### src/sv/rlm_pkg.sv
package rlm_pkg;

  // Fixed formats of the ports and the largest supported fraction
  localparam int FRAC_BITS_DEF = 30;
  localparam int MAX_FRAC = 30;
  localparam int CORDIC_ITERS = 30;
  localparam int IN_W = 32;
  localparam int DIFF_W = 33;
  localparam int ANG_W = 32;
  localparam int OUT_W = 34;
  localparam int THR_W = 31;
  localparam int RT_MAX_W = MAX_FRAC + 1;
  localparam logic [THR_W-1:0] THR_RST = 31'd1074;
  localparam logic [31:0] PI_Q30 = 32'd3373259426;
  localparam logic [31:0] HALF_PI_Q30 = 32'd1686629713;

  // Data that travels alongside the arithmetic through every cell
  typedef struct packed {
    logic signed [DIFF_W-1:0] dx;
    logic signed [DIFF_W-1:0] dy;
    logic signed [DIFF_W-1:0] dz;
    logic                     cneg;
    logic [RT_MAX_W-1:0]      ac;
    logic [RT_MAX_W-1:0]      s;
    logic                     szero;
    logic [ANG_W-1:0]         angle;
  } side_t;

  // atan(2^-i) in Q2.30, rounded down
  function automatic logic [31:0] atan_q30(input int i);
    logic [31:0] r;
    case (i)
      0:  r = 32'h3243F6A8;
      1:  r = 32'h1DAC6705;
      2:  r = 32'h0FADBAFC;
      3:  r = 32'h07F56EA6;
      4:  r = 32'h03FEAB76;
      5:  r = 32'h01FFD55B;
      6:  r = 32'h00FFFAAA;
      7:  r = 32'h007FFF55;
      8:  r = 32'h003FFFEA;
      9:  r = 32'h001FFFFD;
      10: r = 32'h000FFFFF;
      11: r = 32'h0007FFFF;
      12: r = 32'h0003FFFF;
      13: r = 32'h0001FFFF;
      14: r = 32'h0000FFFF;
      15: r = 32'h00007FFF;
      16: r = 32'h00003FFF;
      17: r = 32'h00001FFF;
      18: r = 32'h00000FFF;
      19: r = 32'h000007FF;
      20: r = 32'h000003FF;
      21: r = 32'h000001FF;
      22: r = 32'h000000FF;
      23: r = 32'h0000007F;
      24: r = 32'h0000003F;
      25: r = 32'h0000001F;
      26: r = 32'h0000000F;
      27: r = 32'h00000007;
      28: r = 32'h00000003;
      29: r = 32'h00000001;
      default: r = 32'h00000000;
    endcase
    return r;
  endfunction

endpackage

### src/sv/rlm_div_cell.sv
// One quotient bit of the restoring divider per cell
module rlm_div_cell import rlm_pkg::*; #(
  parameter int DW = 62,
  parameter int DVW = 32,
  parameter int IDX = 0
) (
  input  logic           clk,
  input  logic           rst,
  input  logic           en,
  input  logic           vin,
  input  logic [DW-1:0]  num_in,
  input  logic [DVW-1:0] dv_in,
  input  logic [DVW:0]   rem_in,
  input  logic [DW-1:0]  q_in,
  input  side_t          sd_in,
  output logic           vout,
  output logic [DW-1:0]  num_out,
  output logic [DVW-1:0] dv_out,
  output logic [DVW:0]   rem_out,
  output logic [DW-1:0]  q_out,
  output side_t          sd_out
);

  logic [DVW:0] r2;
  logic         ge;

  assign r2 = {rem_in[DVW-1:0], num_in[DW-1-IDX]};
  assign ge = r2 >= {1'b0, dv_in};

  always_ff @(posedge clk) begin
    if (rst) begin
      vout <= 1'b0;
    end else if (en) begin
      vout <= vin;
    end
  end

  always_ff @(posedge clk) begin
    if (en) begin
      num_out <= num_in;
      dv_out  <= dv_in;
      rem_out <= ge ? r2 - {1'b0, dv_in} : r2;
      q_out   <= {q_in[DW-2:0], ge};
      sd_out  <= sd_in;
    end
  end

endmodule

### config.mk
export PLATFORM = sky130hd
export DESIGN_NAME = rlm_div_cell
export DESIGN_NICKNAME = d
export VERILOG_FILES = /design/src/sv/rlm_pkg.sv /design/src/sv/rlm_div_cell.sv
export SDC_FILE = /design/constraint.sdc
export NUM_CORES = 1
export LEC_CHECK = 0
export BUFFER_PORTS_ARGS = -buffer_cell sky130_fd_sc_hd__clkbuf_2
export CAP_MARGIN = 20
export CORE_AREA = 10 10 294 296
export DETAILED_ROUTE_END_ITERATION = 10
export DIE_AREA = 0 0 304 306
export GPL_TIMING_DRIVEN = 1
export PLACE_DENSITY = 0.43
export SKIP_LAST_GASP = 1
export SLEW_MARGIN = 0
export SYNTH_ARGS = -nofsm -noshare
export SYNTH_HDL_FRONTEND = slang
export SYNTH_SLANG_ARGS = --single-unit
### constraint.sdc
create_clock -name clk -period 2.4 [get_ports clk]
set_input_delay 0.12 -clock clk [delete_from_list [all_inputs] [get_ports clk]]
set_output_delay 0.12 -clock clk [all_outputs]
set_load 0.01 [all_outputs]
==> reports/results.ini, run 1 <==
[critical_path]
r2r_start=vout
rrSetupSlack_ps=1260
critPathArrivalTime_ps=2580
end_kind=flip-flop
crit_fanout=6
worstRegToRegCells=3
r2r-end=vout
cp-start-kind=input pin
endpoint=rem_out[28]
cp.required_ps=2710
startpoint=dv_in[23]
worstSetupPathType=in -> reg

[die]
dieArea_sq_um=93000
fp.dieW_microns=304
io_pins=773
core_area_sq_um=80300
die_h_microns=306
rows=104
floorplan.initialDensity_pct=17.4

[timing]
finalSetupTns_ps=0
final-setup-viol-count=0
fin_skew_ps=0
finalHoldViolCount=0
relSlewSlack_pct=56.8
min_period_ps=2270
tightestPinTransition_ps=648
drv_slew=0
hold-worst-slack_ps=57.7
clock.fmax_mhz=441
fin_crit_sh_pct=94.5
rsz0062_at_grt=yes

[synthesis]
synth.distinct_cells=61
synth.area.mux_share_pct=0.152
netlist.area_leader.share_pct=82.4
synthSimpleGateAreaFrac_pct=4.39
async_reset_ff_share_pct=0
yosys.area_share.xor_xnor_pct=1.69
synth_commonest_cells=384 x edfxtp_1, 56 x nand2_1, 45 x o21ai_0
synthCells=766
ys_seq_area_share_pct=82.6
synth_edf_count=384
ys_seq_elements=385
synth_compound_area_share_pct=6.58
synth_top_family_by_area=compound AO/OA/AOI/OAI gates
synth_warnings=0
synth.avg_cell_area_sq_um=18.3
syn-num-nets=1187
yosysTopAreaCell=edfxtp_1
synthTopCellsByArea=edfxtp_1 82%, ha_1 2.9%, o21ai_0 1.6%
ys.flop_type=edfxtp_1
netlist_area_sq_um=14000
synth.most_common_cell=edfxtp_1
synth_fa_ha_area_share_pct=3.00

[power_and_ir_drop]
ir_worst_vdd_v=0.000432
power_w=0.0182
p_per_area_nw_per_um2=717
leakage_nw=11.0

[place]
gp_congestion=0.842
port_buffers=770
dpl.hpwl_mm=54.6
dp_cells=2685

[clock_network]
htree_levels=2
cts_sinks=385
clk_pin_slew_ps=70
cts_buffers=46
worstSkewPairLatency_ps=560
cts_tree=done
cts_root_buffer=clkbuf_16
clock_path_buffers=3

[drt]
vias_per_cell=3.75
vias=11800
wl_mm=67.9
antenna_left=0
dr.pass1.iters=5
wl_per_cell_microns=21.5
drt_iter0_drc=773
drcViolationCount=0

[grt]
grt_max_degree=63
busiest_layer=met2
grtUsageMet3_pct=4.85
use_met2_pct=25.2
track_usage_pct=13.8
grtUsageMet1_pct=15.0
grt_pass1_wl_mm=95.9
gr-total-overflow=0
grt_pass1_vias=13000
antenna_found_initial=11

[final_layout]
area_growth_syn_to_layout_pct=81.7
drive_gt1_share_pct=46.7
post-route-util_pct=31.7
nNetsFinal=2479
layout.cells.non_filler=3157

[worst_hold_path]
hold_class=in -> reg

[flow_run]
drv_cap=0

[outcome]
outcome=finished, final reports clean

worst min-delay path by stage:
stage | start | endpoint | slack (ps) | cells after the start
after CTS | en | sd_out[68] | 50 | 1
after global routing | en | sd_out[68] | 50 | 1
final | en | sd_out[68] | 60 | 1
after detailed placement | rst | vout | 280 | 2
after floorplan | rst | vout | 190 | 1
after global placement | rst | vout | 280 | 2
worst max-delay path, stage by stage:
cell           delay (ps)
dlygate4sd3_1         530
clkbuf_2              120
inv_1                  50
ha_2                  370
nand3_1                90
nor2_1                180
a41o_1                250
nor2_1                 70
o21ai_2               280
nand2_2               170
nor4b_2               270
nor3_1                 90
flip-flops by register name, indices dropped and copies added (netlist names):
name,count
dv_out,32
vout,1
sd_out,195
q_out,62
num_out,62
rem_out,33
per-layer routing:
layer / vias up / share of wire [%]
met5: - / 0.14
met4: 14 / 2.5
met3: 82 / 8.0
met2: 496 / 52
met1: 5732 / 37
li1: 5525 / -
power breakdown:
| group | switching [W] | total (W) | internal [W] |
|---|---|---|---|
| sequential | 0.000206 | 0.00829 | 0.00809 |
| clock | 0.00293 | 0.00675 | 0.00383 |
| combinational | 0.00168 | 0.00319 | 0.00150 |
| total | 0.00482 | 0.0182 | 0.0134 |
placed cells by master (no fill, tap or decap), types with 23 or more instances in the layout:
master,n
clkbuf_2,769
edfxtp_1,384
dlygate4sd3_1,384
buf_4,96
nand2_1,55
clkbuf_16,47
o21ai_0,44
inv_1,38
ha_1,27
a21oi_1,23
layout make-up:
cell class / count / area, sq um
fill: 8093 / 54900
inverter: 39 / 146
tap: 1060 / 1330
antenna: 2 / 5.00
sequential: 385 / 11600
timing repair buffer: 1258 / 8580
multi-input combinational: 328 / 2360
clock buffer: 52 / 1190
clock inverter: 33 / 258
cell families (layout without fill, tap and decap cells):
group | Yosys count | in the layout
compound gates | 136 | 136
other cells | 0 | 2
mux | 2 | 2
xor+xnor | 27 | 27
fa+ha+maj | 33 | 33
flops | 385 | 385
simple gates | 129 | 130
buf+inv | 54 | 1382
through the flow:
stage               cell area, sq um  setup WS (ps)
floorplan                      14000           3.85
global placement               20000           -436
detailed placement             20000           -403
CTS                            25300           4.60
global route                   25400          -16.3
finish                         25400            132
what timing repair did:
item / in CTS / in global routing
endpoints found under the setup margin: 0 / 33
resized for setup: 0 / 26
hold buffers: 384 / 0
buffers inserted: 0 / 0
hold endpoints to repair: 384 / 0
(Power assumes the default switching activity.)
==> run 2: changes to the inputs <==
Settings changed: PLACE_DENSITY 0.43 to 0.41.
Clock period 2.4 ns to 2.7 ns, I/O delays scaled along.
==> reports/results.ini, run 2 (same netlist as run 1, synthesis figures left out) <==
[grt]
gr-total-overflow=0  ; unchanged
grt_pass1_wl_mm=92.9  ; -3.2%
antenna_found_initial=14  ; +3
grt_pass1_vias=12600  ; -2.8%
grt_max_degree=76  ; +21%
track_usage_pct=13.6  ; -0.29 points

[critical_path]
rrSetupSlack_ps=1550  ; +290 ps
critPathBufInv=4  ; +1
cp.required_ps=3130  ; +420 ps
r2r_start=vout
end_kind=flip-flop
r2r-end=vout
cpLargestDelayFamily=buffers and inverters
slowest_stage=dlygate4sd3_1
worstSetupPathType=in -> reg
crit_fanout=3  ; -3
cp-start-kind=input pin
worstRegToRegCells=3  ; unchanged
crit_path_cell_trace=dlygate4sd3_1 -> clkbuf_2 -> inv_1 -> ha_1 -> and4_1 -> and2_0 -> a41o_1 -> a21oi_1 -> nand4_4 -> buf_4 -> o211a_1 -> a31o_1 -> nor3_2
critPathMaxStageDelay_ps=540  ; about the same
critPathArrivalTime_ps=3020  ; +440 ps

[place]
dp_cells=2629  ; -2.1%
dpl.hpwl_mm=53.6  ; -1.9%
preCtsSetupSlack_ps=-175  ; +228 ps
place_area_sq_um=19500  ; -2.4%
gp_congestion=0.830  ; -1.4%
port_buffers=770  ; unchanged

[timing]
clock.fmax_mhz=385
min_period_ps=2600
finalHoldViolCount=0  ; unchanged
relSlewSlack_pct=67.2  ; +10 points
fin_crit_sh_pct=96.1
drv_slew=0  ; unchanged
fin_skew_ps=0  ; unchanged
setup_slack_ps=104  ; -28.1 ps
final-setup-viol-count=0  ; unchanged
hold-worst-slack_ps=174  ; +116 ps
tightestPinTransition_ps=492  ; -155 ps

[die]
core_area_sq_um=80300  ; unchanged
dieArea_sq_um=93000  ; unchanged
rows=104  ; unchanged
fp.dieW_microns=304  ; unchanged
io_pins=773  ; unchanged
floorplan.initialDensity_pct=17.4  ; unchanged
die_h_microns=306  ; unchanged

[final_layout]
area_growth_syn_to_layout_pct=78.2
final_cell_mix=767 x clkbuf_2, 385 x dlygate4sd3_1, 384 x edfxtp_1
largest_register_ffs=195  ; unchanged
drive_gt1_share_pct=44.7  ; -2.0 points
top_regs=sd_out (195), num_out (62), q_out (62)
layout.cells.non_filler=3104  ; -1.7%
nNetsFinal=2424  ; -2.2%
regMostFlops=sd_out
final_area_sq_um=24900  ; -1.9%
final_common_cell=clkbuf_2

[outcome]
outcome=finished, final reports clean

[drt]
antenna_left=0  ; unchanged
drt_iter0_drc=632  ; -18%
vias_per_cell=3.77  ; +0.34%
dr.pass1.iters=6  ; +1
wl_mm=66.5  ; -2.1%
drcViolationCount=0  ; unchanged
vias=11700  ; -1.3%
wl_per_cell_microns=21.4  ; -0.44%

[clock_network]
cts_tree=done
htree_levels=2  ; unchanged
worstSkewPairLatency_ps=570  ; about the same
cts_sinks=385  ; unchanged
cts_root_buffer=clkbuf_16
clk_pin_slew_ps=60  ; about the same
cts_buffers=46  ; unchanged
clock_path_buffers=3  ; unchanged

[flow_run]
drv_cap=0  ; unchanged

[power_and_ir_drop]
ir_worst_vdd_v=0.000523  ; +21%
p_per_area_nw_per_um2=649  ; -9.5%
leakage_nw=10.7  ; -2.4%

[worst_hold_path]
holdPathEnd=rem_out[0]
hold_start=dv_in[0]
hold_class=in -> reg
hold_depth=3  ; +2

run 2: worst reg2reg max path, stage by stage (launching register included):
cell and delay (ps):
dfxtp_1 310, mux2i_1 130, nor2_1 50, dlygate4sd3_1 550
run 2: timing repair:
action | in CTS | in global routing
resized for setup | 0 | 15
hold buffers | 385 | 0
endpoints found under the hold margin | 399 | 0
setup endpoints to repair | 0 | 33
setup buffers | 0 | 0
run 2: layout make-up:
type                       count  area, sq um
sequential                   385        11600
timing repair buffer        1203         8120
antenna                        5         12.5
inverter                      39          146
multi-input combinational    328         2290
clock buffer                  51         1170
fill                        8097        55400
tap                         1060         1330
clock inverter                33          319
run 2: worst max path at each step:
stage	start	endpoint	cells after the start
floorplan	num_in[61]	rem_out[32]	11
global placement	num_in[61]	rem_out[32]	12
detailed placement	num_in[61]	rem_out[32]	12
CTS	dv_in[8]	rem_out[13]	12
finish	dv_in[7]	rem_out[30]	13
global route	dv_in[9]	rem_out[28]	13
run 2: routing by layer:
layer | global-route usage [%] | part of all wire [%]
met5 | 0 | 0.12
met4 | 4.25 | 3.1
met3 | 4.57 | 7.5
met2 | 24.3 | 51
met1 | 14.9 | 38
run 2: power breakdown:
part	internal [W]	switching (W)
combinational	0.00122	0.00147
clock	0.00354	0.00261
sequential	0.00719	0.000158
run 2: stage by stage:
stage | util, % | total power, W | setup TNS (ps)
after floorplan | - | 0.00826 | 0
after global placement | 24.3 | 0.00969 | -1420
after detailed placement | 24.3 | 0.00970 | -2430
after CTS | 30.9 | 0.0165 | 0
after global routing | 31.0 | 0.0170 | -96.2
final | 31.1 | 0.0162 | 0
