===== src/sv/rlm_pkg.sv =====
package rlm_pkg;

  // Fixed formats of the ports and the largest supported fraction
  localparam int FRAC_BITS_DEF = 30;
  localparam int MAX_FRAC = 30;
  localparam int CORDIC_ITERS = 30;
  localparam int IN_W = 32;
  localparam int DIFF_W = 33;
  localparam int ANG_W = 32;
  localparam int OUT_W = 34;
  localparam int THR_W = 31;
  localparam int RT_MAX_W = MAX_FRAC + 1;
  localparam logic [THR_W-1:0] THR_RST = 31'd1074;
  localparam logic [31:0] PI_Q30 = 32'd3373259426;
  localparam logic [31:0] HALF_PI_Q30 = 32'd1686629713;

  // Data that travels alongside the arithmetic through every cell
  typedef struct packed {
    logic signed [DIFF_W-1:0] dx;
    logic signed [DIFF_W-1:0] dy;
    logic signed [DIFF_W-1:0] dz;
    logic                     cneg;
    logic [RT_MAX_W-1:0]      ac;
    logic [RT_MAX_W-1:0]      s;
    logic                     szero;
    logic [ANG_W-1:0]         angle;
  } side_t;

  // atan(2^-i) in Q2.30, rounded down
  function automatic logic [31:0] atan_q30(input int i);
    logic [31:0] r;
    case (i)
      0:  r = 32'h3243F6A8;
      1:  r = 32'h1DAC6705;
      2:  r = 32'h0FADBAFC;
      3:  r = 32'h07F56EA6;
      4:  r = 32'h03FEAB76;
      5:  r = 32'h01FFD55B;
      6:  r = 32'h00FFFAAA;
      7:  r = 32'h007FFF55;
      8:  r = 32'h003FFFEA;
      9:  r = 32'h001FFFFD;
      10: r = 32'h000FFFFF;
      11: r = 32'h0007FFFF;
      12: r = 32'h0003FFFF;
      13: r = 32'h0001FFFF;
      14: r = 32'h0000FFFF;
      15: r = 32'h00007FFF;
      16: r = 32'h00003FFF;
      17: r = 32'h00001FFF;
      18: r = 32'h00000FFF;
      19: r = 32'h000007FF;
      20: r = 32'h000003FF;
      21: r = 32'h000001FF;
      22: r = 32'h000000FF;
      23: r = 32'h0000007F;
      24: r = 32'h0000003F;
      25: r = 32'h0000001F;
      26: r = 32'h0000000F;
      27: r = 32'h00000007;
      28: r = 32'h00000003;
      29: r = 32'h00000001;
      default: r = 32'h00000000;
    endcase
    return r;
  endfunction

endpackage


===== src/sv/rlm_cordic_cell.sv =====
// One vectoring rotation per cell
module rlm_cordic_cell import rlm_pkg::*; #(
  parameter int F = 30,
  parameter int IDX = 0
) (
  input  logic                clk,
  input  logic                rst,
  input  logic                en,
  input  logic                vin,
  input  logic signed [F+2:0] x_in,
  input  logic signed [F+2:0] y_in,
  input  logic signed [F+2:0] z_in,
  input  side_t               sd_in,
  output logic                vout,
  output logic signed [F+2:0] x_out,
  output logic signed [F+2:0] y_out,
  output logic signed [F+2:0] z_out,
  output side_t               sd_out
);

  localparam int CW = F + 3;
  localparam logic [31:0] TQ = atan_q30(IDX) >> (30 - F);

  logic signed [CW-1:0] t;
  logic signed [CW-1:0] xs;
  logic signed [CW-1:0] ys;

  assign t  = $signed(CW'(TQ));
  assign xs = x_in >>> IDX;
  assign ys = y_in >>> IDX;

  always_ff @(posedge clk) begin
    if (rst) begin
      vout <= 1'b0;
    end else if (en) begin
      vout <= vin;
    end
  end

  // rotate toward the x axis
  always_ff @(posedge clk) begin
    if (en) begin
      if (y_in >= 0) begin
        x_out <= x_in + ys;
        y_out <= y_in - xs;
        z_out <= z_in + t;
      end else begin
        x_out <= x_in - ys;
        y_out <= y_in + xs;
        z_out <= z_in - t;
      end
      sd_out <= sd_in;
    end
  end

endmodule


===== config.mk =====
export PLATFORM = sky130hd
export DESIGN_NAME = rlm_cordic_cell
export DESIGN_NICKNAME = d
export VERILOG_FILES = /design/src/sv/rlm_pkg.sv /design/src/sv/rlm_cordic_cell.sv
export SDC_FILE = /design/constraint.sdc
export NUM_CORES = 1
export LEC_CHECK = 0
export BUFFER_PORTS_ARGS = -buffer_cell sky130_fd_sc_hd__buf_4
export CELL_PAD_IN_SITES_DETAIL_PLACEMENT = 1
export CELL_PAD_IN_SITES_GLOBAL_PLACEMENT = 1
export CORE_AREA = 2 2 231 233
export DETAILED_ROUTE_END_ITERATION = 8
export DIE_AREA = 0 0 233 235
export PLACE_DENSITY_LB_ADDON = 0.1
export SLEW_MARGIN = 15
export SYNTH_ARGS = -nofsm -noshare
export SYNTH_HDL_FRONTEND = slang
export SYNTH_SLANG_ARGS = --single-unit

===== constraint.sdc =====
create_clock -name clk -period 8.5 [get_ports clk]
set_clock_uncertainty 0.1 [all_clocks]
set_input_delay 0.425 -clock clk [delete_from_list [all_inputs] [get_ports clk]]
set_output_delay 0.425 -clock clk [all_outputs]
set_load 0.1 [all_outputs]

==> out/qor.txt, run 1 <==
======================================================================================
Run status .............................................................. complete, no violations
Detail-routed net length per standard cell ..............................      24.5 µm
Count of yosys warnings during synthesis ................................            0
Detailed router's first-iteration violation count .......................          833
Library cell contributing the largest single delay on the critical path . sky130_fd_sc_hd__buf_4
Die span in y ...........................................................       235 µm
Count of vias placed by the detailed router .............................        14.1k
Congestion Overflow GR ..................................................            0
RSZ-0062 raised after global routing ....................................           no
Post-route minimum period ...............................................      3.98 ns
Worst-case setup margin in the final layout .............................      4.52 ns
Leakage power ...........................................................      10.3 nW
Unique masters post-synth ...............................................           80
Headroom to the max-slew limit ..........................................        31.6%
Standard cell core area .................................................   52,200 µm²
Die Area ................................................................   54,800 µm²
Count of TritonRoute iterations in the first routing pass ...............            5
Most repeated cell in the gate-level netlist after synthesis ............ sky130_fd_sc_hd__edfxtp_1
DRC violation count after routing .......................................            0
Cells along the critical path ........................................... buf_4 > inv_1 > buf_4 > ha_1 > o21ai_0 > o21bai_1 > o311a_1 > a211oi_1 > o31ai_1 > o41ai_1 > o21bai_1 > a21oi_1 > xnor2_1
Fraction of registers with async set or reset after synthesis ...........           0%
Cells after Synth .......................................................        1,336
Layout-stage area growth over the synthesis result ......................        52.3%
Layout Nets .............................................................        2,548
Initial antenna violation count .........................................           14
Number of enable flip-flop cells after synthesis ........................          293
Setup TNS after final layout ............................................         0 ns
Per-instance average area after synthesis ...............................     11.8 µm²
Type of the tightest min-delay check ....................................    in -> reg
Leading post-synthesis cells by instance count .......................... sky130_fd_sc_hd__edfxtp_1 (293), sky130_fd_sc_hd__a21oi_1 (127), sky130_fd_sc_hd__ha_1 (124), sky130_fd_sc_hd__inv_1 (100), sky130_fd_sc_hd__nor2_1 (88)
Total number of placement rows ..........................................           84
Pre-CTS setup slack .....................................................      3.98 ns
Share of the synthesized area in the top cell type ......................        55.7%
PostCTS Resize Cnt ......................................................            0
Kind of launch point of the worst setup path ............................   input port
Clock slew at the register clock pins of the worst setup and hold paths .      0.06 ns
Number of I/O pins ......................................................          593
Initial standard-cell utilization of the core ...........................        30.2%
Ratio of cells with drive above 1 in the final layout ...................        31.1%
Worst path top cell family by delay ..................................... compound AO/OA/AOI/OAI gates
Post-Syn Nets ...........................................................        1,762
WS Path Type ............................................................    in -> reg
Worst Path Max Fanout ...................................................           43
CTS tree ................................................................        built
Detail Route Antenna Nets ...............................................            0
Part of the Yosys area used for sequential elements .....................        55.8%
Clock network latency to the later pin of the worst-skew pair ...........      0.54 ns
Combined flip-flop and latch cell area ..................................     8820 µm²
All-Layer GR Usage ......................................................        24.8%
Register bit count reported by yosys ....................................          294
Count of filler cells inserted in the layout ............................        5,656
Maximum number of pins on one net before global-route repair ............          124
Dpl hpwl ................................................................    53,100 µm
Total power per unit cell area ..........................................   231 nW/µm²
CP peak stage delay .....................................................      0.45 ns
Multi-input logic area ..................................................     6340 µm²
Max Transition Viols Final ..............................................            0
Top achievable clock speed ..............................................      251 MHz
Gp weighted congestion ..................................................        0.910
Data arrival time at the worst-slack endpoint ...........................      4.17 ns
Buffers from clock root to sink, at most ................................            3
Root cell of the clock tree ............................................. sky130_fd_sc_hd__clkbuf_16
Post-layout util ........................................................        46.1%
Main synth FF type ...................................................... sky130_fd_sc_hd__edfxtp_1
Tightest Pin Transition .................................................      1.03 ns
Die Span X ..............................................................       233 µm
Wire length of the first global-routing pass ............................   101,000 µm
Crit path buffers/inverters .............................................            3
Overall routed net length ...............................................    69,700 µm
Finish-stage setup viols ................................................            0
Endpoint type of the worst setup path ...................................     register
Final cycle utilization of the critical path ............................        46.8%
Via count of the first global-routing pass ..............................        14.9k
Detailed-route vias per instance ........................................         4.94
Post-synthesis instance area ............................................   15,800 µm²
Number of CTS-inserted buffers ..........................................           36
Maximum resistive drop on vdd ...........................................   0.000125 V
Cell types occupying the most area after synthesis ...................... sky130_fd_sc_hd__edfxtp_1 (56%), sky130_fd_sc_hd__ha_1 (9.8%), sky130_fd_sc_hd__a21oi_1 (4.0%)
MaxCap Viol Count .......................................................            0
Number of sinks handled by clock tree synthesis .........................          294
Cell type with the largest total area after synthesis ................... sky130_fd_sc_hd__edfxtp_1
H-tree lvl count ........................................................            2
Final Hold Fails ........................................................            0
Count of buffers inserted at the top-level ports ........................          592
Data required time of the critical path .................................      8.69 ns
======================================================================================
==> sequential cells by signal, indices dropped and copies added, names as in the netlist <==
name    cells
vout        1
y_out      32
x_out      33
z_out      33
sd_out    195
==> kinds of logic after synthesis <==
kind of cell	after synthesis	share of synthesized area (%)
AO/OA/AOI/OAI	386	15.9
buffers and inverters	156	4.03
flip-flops	294	55.8
adder cells (fa/ha/maj)	128	10.3
XOR/XNOR	88	4.88
multiplexers	9	0.570
AND/OR/NAND/NOR	275	8.41
==> cells in the final DEF (no fill, tap or decap), drive strengths merged, types with 18 or more instances in the layout <==
cell type / count
xor2: 18
inv: 105
xnor2: 70
nand2: 65
o21ai: 73
a21oi: 129
ha: 124
a21o: 34
nor3: 20
o21bai: 22
edfxtp: 293
nand3: 19
nand2b: 19
clkbuf: 43
nor2: 88
dlygate4sd3: 199
buf: 598
==> layer usage <==
| metal | routed length, µm | share of wire [%] | track usage (%) | up-vias |
|---|---|---|---|---|
| li1 | - | - | - | 6527 |
| met1 | 27900 | 40 | 29.4 | 7041 |
| met2 | 36700 | 53 | 45.7 | 385 |
| met3 | 3160 | 4.5 | 4.15 | 87 |
| met4 | 1770 | 2.5 | 6.87 | 12 |
| met5 | 83 | 0.12 | 0 | - |
==> path summary, 6_finish.rpt <==
| check | startpoint | end | slack, ns | cells past startpoint |
|---|---|---|---|---|
| setup reg to reg | vout$_SDFFE_PP0P_ | vout$_SDFFE_PP0P_ | 7.80 | 2 |
| setup / recovery | y_in[32] | z_out[32]$_DFFE_PP_ | 4.52 | 13 |
| hold reg to reg | vout$_SDFFE_PP0P_ | vout$_SDFFE_PP0P_ | 0.42 | 2 |
| hold / removal | vin | vout$_SDFFE_PP0P_ | 0.03 | 3 |
==> where the power goes <==
group / internal, W / switching (W) / leakage (nW)
registers: 0.00179 / 0.0000555 / 2.88
logic: 0.000541 / 0.00166 / 6.87
clock network: 0.000874 / 0.000634 / 0.543
==> through the flow <==
| stage | cells | hold WS (ns) | instance area (µm²) | power, W |
|---|---|---|---|---|
| after global placement | 2573 | 0.390 | 20900 | 0.00398 |
| after CTS | 2836 | 0.00368 | 24000 | 0.00561 |
| final | 2843 | 0.0340 | 24100 | 0.00556 |
| after global routing | 2843 | 0.0471 | 24100 | 0.00575 |
| after floorplan | 1336 | 0.397 | 15800 | 0.00340 |
| after detailed placement | 2573 | 0.400 | 20900 | 0.00399 |
==> final cells by class <==
type / instances / share of cell area, %
diodes: 7 / 0.0728
clock buffers: 43 / 3.85
clock inverters: 21 / 0.843
inverters: 107 / 1.68
multi-input cells: 886 / 26.3
flip-flops and latches: 294 / 36.7
well taps: 688 / 3.58
repair buffers: 797 / 27.0
==> worst min-delay path, cell delays in order <==
cell	delay [ns]
sky130_fd_sc_hd__buf_4	0.08
sky130_fd_sc_hd__mux2i_1	0.05
sky130_fd_sc_hd__nor2_1	0.08
==> repair_timing <==
action,CTS,global route
hold endpoints to repair,199,0
hold buffers,199,0
buffers inserted,0,0
Power figures use the tool's default switching activity.
==> run 2, diff against run 1 <==
--- a/config.mk
+++ b/config.mk
@@ -8,9 +8,9 @@
 export BUFFER_PORTS_ARGS = -buffer_cell sky130_fd_sc_hd__buf_4
 export CELL_PAD_IN_SITES_DETAIL_PLACEMENT = 1
 export CELL_PAD_IN_SITES_GLOBAL_PLACEMENT = 1
-export CORE_AREA = 2 2 231 233
+export CORE_AREA = 2 2 229 231
 export DETAILED_ROUTE_END_ITERATION = 8
-export DIE_AREA = 0 0 233 235
+export DIE_AREA = 0 0 231 233
 export PLACE_DENSITY_LB_ADDON = 0.1
 export SLEW_MARGIN = 15
 export SYNTH_ARGS = -nofsm -noshare
==> constraint.sdc (replaced) <==
create_clock -name clk -period 3.64 [get_ports clk]
set_clock_uncertainty 0.1 [all_clocks]
set_input_delay 0.182 -clock clk [delete_from_list [all_inputs] [get_ports clk]]
set_output_delay 0.182 -clock clk [all_outputs]
set_load 0.1 [all_outputs]
==> out/qor.txt, run 2 (same netlist as run 1, synthesis figures left out) <==
======================================================================================
WS Path Type ............................................................    in -> reg
Clock network latency to the later pin of the worst-skew pair ...........      0.56 ns
Run status .............................................................. finished, violations left
Worst path top cell family by delay ..................................... compound AO/OA/AOI/OAI gates
Most common cell after layout, fill and taps aside ...................... sky130_fd_sc_hd__buf_4
Initial standard-cell utilization of the core ...........................        30.9%
Type of the tightest min-delay check ....................................    in -> reg
Hold-critical path depth ................................................            1
Root cell of the clock tree ............................................. sky130_fd_sc_hd__clkbuf_16
Registers with the most flip-flops ...................................... sd_out: 195 flops, x_out: 33 flops, z_out: 33 flops
Worst hold margin .......................................................  -0.00749 ns
Post-route minimum period ...............................................      3.55 ns
Ratio of cells with drive above 1 in the final layout ...................        33.5%
Buffers from clock root to sink, at most ................................            3
CP peak stage delay .....................................................      0.57 ns
Final Hold Fails ........................................................            2
All-Layer GR Usage ......................................................        26.1%
Detailed router's first-iteration violation count .......................          707
Top reg by flops ........................................................       sd_out
Layout Nets .............................................................        2,628
Finish-stage setup viols ................................................            0
Source of the worst register-to-register timing path .................... vout$_SDFFE_PP0P_
Crit path buffers/inverters .............................................            4
Count of filler cells inserted in the layout ............................        5,509
Number of sinks handled by clock tree synthesis .........................          294
Leakage power ...........................................................      10.7 nW
Kind of launch point of the worst setup path ............................   input port
Number of CTS-inserted buffers ..........................................           37
Gp weighted congestion ..................................................        0.882
Die span in y ...........................................................       233 µm
H-tree lvl count ........................................................            2
Min-Delay Startpoint ....................................................           en
Layout-stage area growth over the synthesis result ......................        56.6%
Top achievable clock speed ..............................................      282 MHz
Via count of the first global-routing pass ..............................        15.3k
Most frequent cell on the critical path ................................. sky130_fd_sc_hd__buf_4
Wire length of the first global-routing pass ............................   104,000 µm
Max Transition Viols Final ..............................................            0
Tightest Pin Transition .................................................     0.879 ns
Failing checks ..........................................................  hold timing
Count of vias placed by the detailed router .............................        14.4k
Initial antenna violation count .........................................            4
Maximum resistive drop on vdd ...........................................   0.000312 V
Endpoint type of the worst setup path ...................................     register
Length in cells of the worst reg-to-reg path ............................            3
Placed cell count .......................................................        2,633
Dpl cell area ...........................................................   21,400 µm²
Worst Path Max Fanout ...................................................            3
Maximum number of pins on one net before global-route repair ............           89
Count of buffers inserted at the top-level ports ........................          592
Cells along the critical path ........................................... dlygate4sd3_1 > buf_4 > ha_1 > fa_2 > nor2b_1 > o311ai_2 > a211oi_2 > a31oi_1 > buf_4 > nand4_2 > a221o_1 > a221o_1 > buf_4 > a32oi_1 > xnor2_1
Die Span X ..............................................................       231 µm
Total power per unit cell area ..........................................   534 nW/µm²
Count of TritonRoute iterations in the first routing pass ...............            5
Count of cell instances traversed by the critical path ..................           15
Most frequent cells in the layout ....................................... sky130_fd_sc_hd__buf_4 (665), sky130_fd_sc_hd__edfxtp_1 (293), sky130_fd_sc_hd__dlygate4sd3_1 (208)
Detailed-route vias per instance ........................................         4.96
CTS tree ................................................................        built
Detail-routed net length per standard cell ..............................      24.9 µm
Data arrival time at the worst-slack endpoint ...........................      3.75 ns
Data required time of the critical path .................................      3.84 ns
Max FFs per register ....................................................          195
MaxCap Viol Count .......................................................            0
Total number of placement rows ..........................................           83
DRC violation count after routing .......................................            0
Congestion Overflow GR ..................................................            0
Standard cell core area .................................................   51,100 µm²
Layout Cells excl Fill ..................................................        2,913
Final cycle utilization of the critical path ............................        97.5%
Overall routed net length ...............................................    72,600 µm
Number of I/O pins ......................................................          593
Headroom to the max-slew limit ..........................................        40.9%
Die Area ................................................................   53,800 µm²
Detail Route Antenna Nets ...............................................            0
Dpl hpwl ................................................................    54,500 µm
Clock slew at the register clock pins of the worst setup and hold paths .      0.06 ns
Final non-filler cell area ..............................................   24,700 µm²
Critical path launch point ..............................................      y_in[0]
Library cell contributing the largest single delay on the critical path . sky130_fd_sc_hd__dlygate4sd3_1
Slack of the worst reg-to-reg path ......................................      2.36 ns
======================================================================================
-- run 2: cell count changes in the layout (fill, tap and decap cells not counted), moves of 2 or more --
| cell | before | now |
|---|---|---|
| sky130_fd_sc_hd__clkbuf_16 | 36 | 39 |
| sky130_fd_sc_hd__buf_4 | 597 | 665 |
| sky130_fd_sc_hd__inv_6 | 1 | 3 |
| sky130_fd_sc_hd__buf_12 | 0 | 2 |
| sky130_fd_sc_hd__clkinv_1 | 9 | 7 |
| sky130_fd_sc_hd__bufinv_16 | 3 | 1 |
| sky130_fd_sc_hd__dlygate4sd3_1 | 199 | 208 |
| sky130_fd_sc_hd__clkinvlp_4 | 3 | 5 |
| sky130_fd_sc_hd__diode_2 | 7 | 4 |
-- run 2: what timing repair did --
item / in CTS / in global routing
buffers inserted: 0 / 2
gates resized for setup: 0 / 3
hold buffers: 208 / 0
hold endpoints to repair: 207 / 0
setup endpoints to repair: 0 / 1
-- run 2: area by class of cell --
class	instances	area (µm²)	share of cell area, %
multi-input cells	886	6350	25.7
diodes	4	10.0	0.0405
repair buffers	876	7130	28.8
flip-flops and latches	294	8820	35.7
clock buffers	46	1010	4.09
well taps	680	851	3.44
inverters	107	404	1.63
clock inverters	20	148	0.597
-- run 2: worst paths after layout --
check                              end
hold / removal    sd_out[81]$_DFFE_PP_
hold reg to reg      vout$_SDFFE_PP0P_
setup / recovery   y_out[30]$_DFFE_PP_
setup reg to reg     vout$_SDFFE_PP0P_
-- run 2: metrics by stage --
stage                     power [W]  setup slack [ns]  hold WS (ns)  utilization, %  TNS (ns)
after CTS                    0.0133           0.00733       0.00427            48.3         0
final                        0.0132            0.0918      -0.00749            48.4         0
after global placement      0.00941             0.142         0.240            42.0         0
after global routing         0.0137          -0.00473       0.00663            48.4  -0.00473
after floorplan             0.00793             0.125         0.154               -         0
after detailed placement    0.00944            0.0242         0.242            42.0         0
-- run 2: routing by layer --
layer	up-vias	GRT usage [%]	share of wire (%)
met5	-	0	0
met4	0	6.73	2.4
met3	88	3.75	4.2
met2	427	48.7	53
met1	7246	31.3	41
li1	6681	-	-
-- run 2: where the power goes --
group	switching, W	leakage (nW)	internal [W]
Sequential	0.000145	2.88	0.00418
Clock	0.00154	0.557	0.00206
Combinational	0.00393	7.26	0.00136
Total	0.00561	10.7	0.00760
