### src/sv/rlm_pkg.sv
package rlm_pkg;

  // Fixed formats of the ports and the largest supported fraction
  localparam int FRAC_BITS_DEF = 30;
  localparam int MAX_FRAC = 30;
  localparam int CORDIC_ITERS = 30;
  localparam int IN_W = 32;
  localparam int DIFF_W = 33;
  localparam int ANG_W = 32;
  localparam int OUT_W = 34;
  localparam int THR_W = 31;
  localparam int RT_MAX_W = MAX_FRAC + 1;
  localparam logic [THR_W-1:0] THR_RST = 31'd1074;
  localparam logic [31:0] PI_Q30 = 32'd3373259426;
  localparam logic [31:0] HALF_PI_Q30 = 32'd1686629713;

  // Data that travels alongside the arithmetic through every cell
  typedef struct packed {
    logic signed [DIFF_W-1:0] dx;
    logic signed [DIFF_W-1:0] dy;
    logic signed [DIFF_W-1:0] dz;
    logic                     cneg;
    logic [RT_MAX_W-1:0]      ac;
    logic [RT_MAX_W-1:0]      s;
    logic                     szero;
    logic [ANG_W-1:0]         angle;
  } side_t;

  // atan(2^-i) in Q2.30, rounded down
  function automatic logic [31:0] atan_q30(input int i);
    logic [31:0] r;
    case (i)
      0:  r = 32'h3243F6A8;
      1:  r = 32'h1DAC6705;
      2:  r = 32'h0FADBAFC;
      3:  r = 32'h07F56EA6;
      4:  r = 32'h03FEAB76;
      5:  r = 32'h01FFD55B;
      6:  r = 32'h00FFFAAA;
      7:  r = 32'h007FFF55;
      8:  r = 32'h003FFFEA;
      9:  r = 32'h001FFFFD;
      10: r = 32'h000FFFFF;
      11: r = 32'h0007FFFF;
      12: r = 32'h0003FFFF;
      13: r = 32'h0001FFFF;
      14: r = 32'h0000FFFF;
      15: r = 32'h00007FFF;
      16: r = 32'h00003FFF;
      17: r = 32'h00001FFF;
      18: r = 32'h00000FFF;
      19: r = 32'h000007FF;
      20: r = 32'h000003FF;
      21: r = 32'h000001FF;
      22: r = 32'h000000FF;
      23: r = 32'h0000007F;
      24: r = 32'h0000003F;
      25: r = 32'h0000001F;
      26: r = 32'h0000000F;
      27: r = 32'h00000007;
      28: r = 32'h00000003;
      29: r = 32'h00000001;
      default: r = 32'h00000000;
    endcase
    return r;
  endfunction

endpackage

### src/sv/rlm_sqrt_cell.sv
// One result bit of the square root per cell
module rlm_sqrt_cell import rlm_pkg::*; #(
  parameter int R = 31,
  parameter int IDX = 0
) (
  input  logic           clk,
  input  logic           rst,
  input  logic           en,
  input  logic           vin,
  input  logic [2*R-1:0] rad_in,
  input  logic [R+1:0]   rem_in,
  input  logic [R-1:0]   q_in,
  input  side_t          sd_in,
  output logic           vout,
  output logic [2*R-1:0] rad_out,
  output logic [R+1:0]   rem_out,
  output logic [R-1:0]   q_out,
  output side_t          sd_out
);

  logic [R+1:0] rem_sh;
  logic [R+1:0] trial;
  logic         ge;

  // bring down the next two radicand bits and try root bit one
  assign rem_sh = {rem_in[R-1:0], rad_in[2*R-1-2*IDX -: 2]};
  assign trial  = {q_in, 2'b01};
  assign ge     = rem_sh >= trial;

  always_ff @(posedge clk) begin
    if (rst) begin
      vout <= 1'b0;
    end else if (en) begin
      vout <= vin;
    end
  end

  always_ff @(posedge clk) begin
    if (en) begin
      rad_out <= rad_in;
      rem_out <= ge ? rem_sh - trial : rem_sh;
      q_out   <= {q_in[R-2:0], ge};
      sd_out  <= sd_in;
    end
  end

endmodule

### config.mk
export PLATFORM = sky130hd
export DESIGN_NAME = rlm_sqrt_cell
export DESIGN_NICKNAME = d
export VERILOG_FILES = /design/src/sv/rlm_pkg.sv /design/src/sv/rlm_sqrt_cell.sv
export SDC_FILE = /design/constraint.sdc
export NUM_CORES = 1
export LEC_CHECK = 0
export ABC_AREA = 1
export BUFFER_PORTS_ARGS = -buffer_cell sky130_fd_sc_hd__buf_2
export CAP_MARGIN = 20
export CORE_AREA = 2 2 255 257
export CTS_BUF_LIST = sky130_fd_sc_hd__clkbuf_2 sky130_fd_sc_hd__clkbuf_4 sky130_fd_sc_hd__clkbuf_8
export CTS_CLUSTER_SIZE = 25
export DETAILED_ROUTE_END_ITERATION = 10
export DIE_AREA = 0 0 257 259
export GPL_TIMING_DRIVEN = 0
export PLACE_DENSITY = 0.55
export SLEW_MARGIN = 30
export SYNTH_ARGS = -nofsm -noshare
export SYNTH_HDL_FRONTEND = slang
export SYNTH_SLANG_ARGS = --single-unit
### constraint.sdc
create_clock -name clk -period 1.6 [get_ports clk]
set_input_delay 0.08 -clock clk [delete_from_list [all_inputs] [get_ports clk]]
set_output_delay 0.08 -clock clk [all_outputs]
set_load 0.05 [all_outputs]
==> metrics, run 1 <==
Peak VDD IR=0.595 mV; run status=complete, but fails checks; die area=66600 um2; filler cell count in the final layout=6382; PortBufs=644; leakage=10.2 nW; drt first-iter violations=813; Worst EP arrival=1.93 ns; failing checks=hold timing; crit-path max FO=10; vias in the first global route=12200; setup_tns=0 ns; H-Tree Depth=2; Synthesized Nets=1392; share of cells above drive strength 1=39.0%; Final ANT Viol Nets=0; critical path startpoint category=primary input; #FFs+latches synth=322; worst setup margin=0.0541 ns; CORE AREA=63900 um2; TritonCTS clock tree=yes; family with the most delay on the worst path=simple AND/OR/NAND/NOR gates; Worst Hold Class=in2reg; Clk pin slew, worst setup/hold paths=0.06 ns; Vias=11700; P&R area growth vs syn=71.9%; Synth Cell Area=13000 um2; pwr/cell area=1140 nW/um2; largest net degree at the start of global routing=93; critical path's largest stage delay=0.23 ns; post-route cell area=22400 um2; GRT Util Overall=18.8%; RePlAce Congestion=0.877; Hold Slack=-0.232 ns; final HPWL from detailed placement=51.9 mm; final design utilization=35.1%; yosys warns=0; Critical Path Slowest Stage Cell=ha_4; pre-CTS WS=-0.692 ns; final worst path period share=96.6%; Rel. slew slack=65.2%; Post-DP Area=17800 um2; commonest non-fill, non-tap cell in the layout=buf_2; Worst setup EP type=register; Post-Syn Instances=1034; initial antenna violation count=21; Horiz. Die Dim=257 um; fin. max-slew vios=0; first-pass GRT wire length=88.4 mm; Most Frequent Cell on Critical Path=nand2_1; Fin. Hold Viols=1; synthesized area per cell=12.6 um2; Setup Buffers After CTS=0; Setup Viol. Count Final=0; register area share after synthesis=74.1%; worst-case clock buffer depth=3; drt total wl=65.1 mm; crit-path cells=buf_2, inv_12, ha_4, buf_6, nand2_1, nand2_1, a21oi_2, nand2_2, nand2_2, nand2_4, nand2_4, nand2_4, nand2_8, nand2_8, buf_6, nand2_1, nand2_1; Critical Path RT=1.98 ns; max-cap viol count=0; min cycle time layout=1.55 ns; Worst Skew=0 ns; Max Clk Rate=647 MHz; DR WL/cell=21.9 um; DIE HEIGHT=259 um; row count=93; I/O pins=647; vias per cell=3.93; 1st-pass router iterations=4; Sink Count=322; Worst-Margin Slew=0.522 ns; CTS root buf=clkbuf_8; Remaining DRCs=0; Starting Density=20.4%; gr ovfl total=0; WP buf/inv=4; CTS buffer count=59; Final nets=2427; WS Path Type=in2reg; post-synthesis cell type count=30; Worst-Skew Late Latency=0.67 ns; commonest cells after routing, fill and taps aside=645 x buf_2, 324 x dlygate4sd3_1, 321 x edfxtp_1
worst register-to-register path: stages, from the launching register on:
cell and delay (ns):
dfxtp_1 0.31, mux2i_1 0.12, nor2_1 0.05
layer usage:
metal  global-route usage, %  share of wire (%)  vias to the layer above
met5                       0               0.13                        -
met4                    10.3                6.4                       14
met3                    7.89                 10                      126
met2                    32.5                 48                      515
met1                    19.3                 35                     5534
li1                        -                  -                     5525
where the power goes:
group | internal (W) | total, W | leakage (nW) | switching [W]
Combinational | 0.00185 | 0.00646 | 6.42 | 0.00461
Clock | 0.00498 | 0.00875 | 0.664 | 0.00377
Sequential | 0.0101 | 0.0103 | 3.15 | 0.000199
through the flow:
step / std cells / power (W)
after floorplan: 1034 / 0.0141
after global placement: 2533 / 0.0163
after detailed placement: 2537 / 0.0163
after CTS: 2961 / 0.0259
after global routing: 2977 / 0.0266
final: 2979 / 0.0255
cells in the mapped netlist:
master      n  area share (%)
xnor2_1     1           0.067
or2_2       1           0.048
nand2_4     3            0.26
nor2_8      1            0.15
nand2_2    15            0.72
nor2_1     40             1.2
a21oi_2     2            0.13
inv_1     170             4.9
nand3_1    59             2.3
dfxtp_1     1            0.15
nor3_1      5            0.19
nand3_2     2            0.15
a21oi_1    20            0.77
o21bai_1    1           0.058
ha_1       33             3.2
a21o_1      1           0.058
buf_12      1            0.15
xor2_1     14            0.94
buf_6       2            0.17
buf_4       5            0.29
nor2_2      5            0.24
buf_2       2           0.077
mux2i_1     1           0.077
and2_1      5            0.24
nand4_1     4            0.19
inv_2       3           0.086
nor3_4      1            0.12
nand2_1   314             9.0
nand2_8     1            0.15
edfxtp_1  321              74
path summary, 6_finish.rpt:
check / depth (start not counted) / endpoint / start / slack, ns
max reg2reg: 2 / vout$_SDFFE_PP0P_ / vout$_SDFFE_PP0P_ / 1.01
min: 3 / rem_out[4]$_DFFE_PP_ / rem_in[2] / -0.23
max: 17 / rem_out[25]$_DFFE_PP_ / q_in[0] / 0.05
min reg2reg: 2 / vout$_SDFFE_PP0P_ / vout$_SDFFE_PP0P_ / 0.51
area by class of cell:
class,instances,area (um2),area share [%]
sequential,322,9660,43.1
timing repair buffer,974,6610,29.5
multi-input combinational,529,2990,13.3
tap,855,1070,4.78
clock buffer,74,925,4.13
inverter,173,662,2.95
clock inverter,36,373,1.66
buffer,10,96.3,0.430
antenna,6,15.0,0.0670
cells by family (layout without fill, tap and decap cells):
family	count (synthesis)	after routing	synth area share [%]
other	0	6	0
buffers and inverters	183	1267	5.67
multiplexers	1	1	0.0768
AND/OR/NAND/NOR	456	456	14.9
adder cells (fa/ha/maj)	33	33	3.17
flip-flops	322	322	74.1
XOR/XNOR	15	15	1.01
AO/OA/AOI/OAI	24	24	1.02
registers in the layout (all words and copies together), names as in the netlist:
register / count
q_out: 31
rad_out: 62
vout: 1
rem_out: 33
sd_out: 195
timing repair:
item | 4_1_cts | 5_1_grt
gates resized for setup | 0 | 6
setup endpoints to repair | 0 | 30
hold endpoints to repair | 346 | 13
hold buffers | 314 | 12
(Power assumes the default switching activity.)
==> run 2, diff against run 1 <==
==> constraint.sdc (replaced) <==
create_clock -name clk -period 1.6 [get_ports clk]
set_input_delay 0.32 -clock clk [delete_from_list [all_inputs] [get_ports clk]]
set_output_delay 0.32 -clock clk [all_outputs]
set_load 0.05 [all_outputs]
==> run 2 against run 1 <==
Net effect:
- the run ends with setup timing left
- clock power is 9.6% lower
- largest power group unchanged
- non-clock buffer count is 21 higher
- combinational power is 20% higher
- worst setup slack worse by 0.10 ns
- first-iteration DRC count is 18% lower
- flip-flop and latch count stayed put
- critical path type is now reg2out
- clock skew stayed put
- total power is 2.4% higher
- hold slack better by 0.29 ns
- register-to-register slack hardly changed
- core utilization is 4.2 points higher
==> metrics, run 2 (synthesized netlist as in run 1, its figures left out) <==
placed instance count=2536 (-0.039%); Clk pin slew, worst setup/hold paths=0.06 ns (about the same); drt first-iter violations=666 (-18%); WS Path Type=reg2out; Worst setup EP type=output pin; Remaining DRCs=0 (unchanged); registers with the most flip-flops=sd_out (195), rad_out (62), rem_out (33); Worst-Margin Slew=0.530 ns (+0.00829 ns); Sink Count=322 (unchanged); WP buf/inv=1 (-3); failing checks=setup timing; R2R depth=2 (unchanged); P&R area growth vs syn=92.3%; Max Clk Rate=606 MHz (-6.3%); gr ovfl total=0 (unchanged); Final nets=2447 (+0.82%); CTS buffer count=58 (-1.7%); die area=66600 um2 (unchanged); DR WL/cell=22.6 um (+3.6%); leakage=11.2 nW (+9.0%); Final ANT Viol Nets=0 (unchanged); drt total wl=68.0 mm (+4.5%); commonest cells after routing, fill and taps aside=321 x edfxtp_1, 315 x dlygate4sd3_1, 310 x buf_2; final HPWL from detailed placement=51.8 mm (about the same); hold path cells=3 (unchanged); Vias=11900 (+1.2%); max-cap viol count=0 (unchanged); Worst path depth=1 (-16); max reg flops=195 (unchanged); GRT Util Overall=19.3% (+0.47 points); critical path's largest stage delay=0.47 ns (+0.24 ns); row count=93 (unchanged); 1st-pass router iterations=5 (+1); Worst EP arrival=1.33 ns (-0.60 ns); PortBufs=644 (unchanged); H-Tree Depth=2 (unchanged); Worst Hold Class=in2reg; Horiz. Die Dim=257 um (unchanged); largest net degree at the start of global routing=98 (+5.4%); final design utilization=39.2% (+4.2 points); Starting Density=20.4% (unchanged); worst setup margin=-0.0500 ns (-0.104 ns); Largest Register=sd_out; share of cells above drive strength 1=46.0% (+7.0 points); Net Sw Power=0.00899 W (+4.8%); commonest non-fill, non-tap cell in the layout=edfxtp_1; filler cell count in the final layout=6097 (-4.5%); R2R Setup Slk=1.01 ns (about the same); final worst path period share=103% (+6.5 points); Clock power frac=30.3% (-4.0 points); RePlAce Congestion=0.913 (+4.2%); TritonCTS clock tree=yes; family with the most delay on the worst path=flip-flops; Worst Skew=0 ns (unchanged); Rel. slew slack=64.7% (-0.55 points); vias per cell=3.95 (+0.36%); Fin. Hold Viols=0 (-1); critical path startpoint category=register; crit-path cells=buf_6; CTS root buf=clkbuf_8; DIE HEIGHT=259 um (unchanged); first-pass GRT wire length=90.7 mm (+2.6%); Seq pwr share=40.1% (-0.3 points); Worst-Skew Late Latency=0.65 ns (-0.02 ns); run status=complete, but fails checks; Peak VDD IR=0.624 mV (+4.8%); worst-case clock buffer depth=3 (unchanged); fin. max-slew vios=0 (unchanged); post-route cell area=25100 um2 (+12%); Setup Viol. Count Final=11 (+11); pre-CTS WS=-0.952 ns (-0.260 ns); Critical Path RT=1.28 ns (-0.70 ns); CORE AREA=63900 um2 (unchanged); min cycle time layout=1.65 ns (+0.104 ns); Post-DP Area=17800 um2 (+0.23%); sw frac=34.4% (+0.80 points); Final Non-Filler Cells=3005 (+0.87%); Hold Slack=0.0599 ns (+0.292 ns); Critical Path Slowest Stage Cell=edfxtp_1; Internal Pwr Total=0.0171 W (+1.1%); RSZ-0062 raised after global routing=true; I/O pins=647 (unchanged); vias in the first global route=12500 (+2.5%); Comb pwr share=29.6% (+4.3 points); initial antenna violation count=25 (+19%); crit-path max FO=1 (-9); pwr/cell area=1040 nW/um2 (-8.5%)
## run 2: cell count changes in the layout (fill, tap and decap cells not counted), sizes merged
cell | before | now
buf | 660 | 680
clkbuf | 74 | 84
diode | 6 | 15
dlygate4sd3 | 324 | 315
bufinv | 7 | 2
clkinv | 22 | 26
clkinvlp | 5 | 2
## run 2: metal layers
metal / routed length (um) / up-vias / GRT usage [%]
met5: 80 / - / 1.42
met4: 4000 / 12 / 10.8
met3: 6110 / 133 / 7.99
met2: 32800 / 484 / 32.2
met1: 25100 / 5661 / 20.6
li1: - / 5569 / -
## run 2: path summary, 6_finish.rpt
path | from | end
setup / recovery | sd_out[33]$_DFFE_PP_ | sd_out[33]
hold / removal | rem_in[23] | rem_out[25]$_DFFE_PP_
setup reg to reg | vout$_SDFFE_PP0P_ | vout$_SDFFE_PP0P_
hold reg to reg | vout$_SDFFE_PP0P_ | vout$_SDFFE_PP0P_
## run 2: cell type report
| class | instances | area (um2) | area share [%] |
|---|---|---|---|
| multi-input cells | 529 | 3540 | 14.1 |
| plain buffers | 9 | 129 | 0.514 |
| clock inverters | 32 | 226 | 0.904 |
| inverters | 173 | 679 | 2.71 |
| repair buffers | 996 | 8800 | 35.1 |
| flip-flops and latches | 322 | 9660 | 38.5 |
| well taps | 855 | 1070 | 4.27 |
| clock buffers | 74 | 918 | 3.66 |
| diodes | 15 | 37.5 | 0.150 |
## run 2: stage by stage
| step | power, W | setup TNS (ns) |
|---|---|---|
| 2_1_floorplan | 0.0142 | -10.12 |
| 5_1_grt | 0.0272 | -5.26 |
| 6_report | 0.0261 | -0.178 |
| 4_1_cts | 0.0260 | -5.44 |
| 3_3_place_gp | 0.0163 | -1463.27 |
| 3_5_place_dp | 0.0163 | -71.17 |
## run 2: repair_timing
| item | 4_1_cts | 5_1_grt |
|---|---|---|
| cloned | 0 | 5 |
| buffers inserted | 3 | 26 |
| pin swaps | 6 | 55 |
| hold buffers | 315 | 0 |
| hold endpoints to repair | 314 | 0 |
| gates resized for setup | 575 | 249 |
| endpoints found under the setup margin | 328 | 281 |
## run 2: power by group through the flow
stage / registers [W] / clock network, W / logic [W]
finish: 0.0105 / 0.00791 / 0.00774
global route: 0.0105 / 0.00854 / 0.00812
CTS: 0.0105 / 0.00822 / 0.00727
detailed placement: 0.0105 / 0 / 0.00583
global placement: 0.0106 / 0 / 0.00579
floorplan: 0.0130 / 0 / 0.00116
==> run 3, diff against run 2 <==
Settings changed: CELL_PAD_IN_SITES_DETAIL_PLACEMENT from default to 0, CELL_PAD_IN_SITES_GLOBAL_PLACEMENT from default to 1, CORE_AREA 2 2 255 257 to 2 2 252 254, CTS_CLUSTER_SIZE 25 to 16, DIE_AREA 0 0 257 259 to 0 0 254 256, PLACE_DENSITY 0.55 to 0.67.
==> run 3 against run 2 <==
Net effect:
- the flow still finishes with violations (setup timing)
- die area down 2.3%
- hold slack better by 0.0068 ns
- flip-flop and latch count is the same
- via count up 1.5%
- largest cell class unchanged
- clock power rose by 5.3%
- register-to-register slack lost 0.56 ns
==> metrics, run 3 (synthesized netlist as in run 1, its figures left out) <==
run status=complete, but fails checks; failing checks=setup timing; largest net degree at the start of global routing=93 (-5.1%); critical path startpoint category=register; Rel. slew slack=64.3% (-0.35 points); Critical Path Slowest Stage Cell=edfxtp_1; Worst Hold Class=in2reg; Comb pwr share=28.8% (-0.8 points); GRT Util Overall=20.6% (+1.3 points); Sink Count=322 (unchanged); registers with the most flip-flops=sd_out (195), rad_out (62), rem_out (33); DR WL/cell=23.4 um (+3.6%); row count=92 (-1.1%); family with the most delay on the worst path=flip-flops; PortBufs=644 (unchanged); Worst Skew=0 ns (unchanged); Vias=12000 (+1.5%); Final ANT Viol Nets=0 (unchanged); fin. max-slew vios=0 (unchanged); sw frac=33.9% (-0.55 points); pwr/cell area=1070 nW/um2 (+2.6%); setup_tns=-0.232 ns (-0.0538 ns); Clock power frac=31.5% (+1.2 points); Largest Register=sd_out; Worst EP arrival=1.33 ns (about the same); I/O pins=647 (unchanged); placed instance count=2527 (-0.35%); P&R area growth vs syn=89.5%; WP buf/inv=1 (unchanged); RSZ-0062 raised after global routing=true; Remaining DRCs=0 (unchanged); DIE HEIGHT=256 um (-1.2%); Worst-Margin Slew=0.535 ns (+0.00523 ns); Starting Density=20.9% (+0.49 points); critical path's largest stage delay=0.46 ns (about the same); commonest non-fill, non-tap cell in the layout=buf_2; Final nets=2444 (-0.12%); worst setup margin=-0.0504 ns (-0.000477 ns); drt total wl=70.1 mm (+3.0%); pre-CTS WS=-0.935 ns (+0.0171 ns); leakage=11.0 nW (-1.6%); CTS root buf=clkbuf_8; final worst path period share=103% (about the same); share of cells above drive strength 1=45.4% (-0.64 points); CORE AREA=62400 um2 (-2.3%); max reg flops=195 (unchanged); Worst-Skew Late Latency=0.64 ns (about the same); Horiz. Die Dim=254 um (-1.2%); drt first-iter violations=734 (+10%); Max Clk Rate=606 MHz (about the same); gr ovfl total=0 (unchanged); final HPWL from detailed placement=53.1 mm (+2.5%); WS Path Type=reg2out; RePlAce Congestion=0.941 (+3.0%); Worst setup EP type=output pin; vias per cell=4.03 (+2.0%); Setup Viol. Count Final=10 (-1); die area=65000 um2 (-2.3%); Critical Path RT=1.28 ns (about the same); H-Tree Depth=2 (unchanged); Internal Pwr Total=0.0175 W (+2.0%); Peak VDD IR=0.495 mV (-21%); Fin. Hold Viols=0 (unchanged); crit-path cells=buf_6; Clk pin slew, worst setup/hold paths=0.06 ns (about the same); max-cap viol count=0 (unchanged); 1st-pass router iterations=7 (+2); crit-path max FO=1 (unchanged); Seq pwr share=39.7% (-0.4 points); initial antenna violation count=27 (+8.0%); vias in the first global route=12600 (+1.0%); Final Non-Filler Cells=2990 (-0.50%); first-pass GRT wire length=93.4 mm (+3.0%); commonest cells after routing, fill and taps aside=322 x buf_2, 321 x edfxtp_1, 314 x dlygate4sd3_1; Net Sw Power=0.00894 W (-0.49%); CTS buffer count=58 (unchanged); filler cell count in the final layout=6044 (-0.87%); min cycle time layout=1.65 ns (+0.000477 ns); worst-case clock buffer depth=3 (unchanged); TritonCTS clock tree=yes
-- run 3: path summary, 6_finish.rpt --
kind	endpoint	slack, ns	startpoint	cells past startpoint
max	sd_out[163]	-0.05	sd_out[163]$_DFFE_PP_	1
min	rem_out[27]$_DFFE_PP_	0.07	rem_in[25]	3
max reg2reg	vout$_SDFFE_PP0P_	0.45	vout$_SDFFE_PP0P_	3
min reg2reg	vout$_SDFFE_PP0P_	1.07	vout$_SDFFE_PP0P_	3
-- run 3: through the flow --
step	total power (W)	cell area (um2)	util [%]	hold slack, ns
after CTS	0.0263	23800	38.1	0.00373
after global placement	0.0163	17700	28.4	0.478
final	0.0264	24700	39.6	0.0668
after global routing	0.0275	24700	39.6	0.0384
after floorplan	0.0142	13500	-	0.392
after detailed placement	0.0163	17800	28.6	0.492
-- run 3: area by class of cell --
type	instances	area (um2)	share of cell area, %
plain buffers	9	115	0.466
inverters	173	664	2.69
clock inverters	39	357	1.44
flip-flops and latches	322	9660	39.1
repair buffers	993	8510	34.4
well taps	846	1060	4.29
multi-input cells	529	3450	14.0
clock buffers	65	851	3.45
diodes	14	35.0	0.142
-- run 3: what timing repair did --
| item | in CTS | in global routing |
|---|---|---|
| setup endpoints to repair | 323 | 242 |
| hold endpoints to repair | 313 | 0 |
| gates cloned | 0 | 3 |
| resized for setup | 509 | 227 |
| pin swaps | 7 | 33 |
| buffers inserted | 5 | 24 |
| hold buffers | 314 | 0 |
-- run 3: routing by layer --
layer	GRT usage, %	part of all wire (%)	vias to the layer above
met2	34.0	48	504
met5	0	0.20	-
met4	11.0	5.6	20
li1	-	-	5563
met1	22.0	36	5809
met3	9.35	11	144
-- run 3: power by group through the flow --
stage                     Clock, W  Combinational, W  Sequential (W)
final                      0.00833           0.00761          0.0105
after global routing       0.00899           0.00798          0.0105
after CTS                  0.00866           0.00720          0.0105
after detailed placement         0           0.00580          0.0105
after global placement           0           0.00578          0.0106
after floorplan                  0           0.00116          0.0130
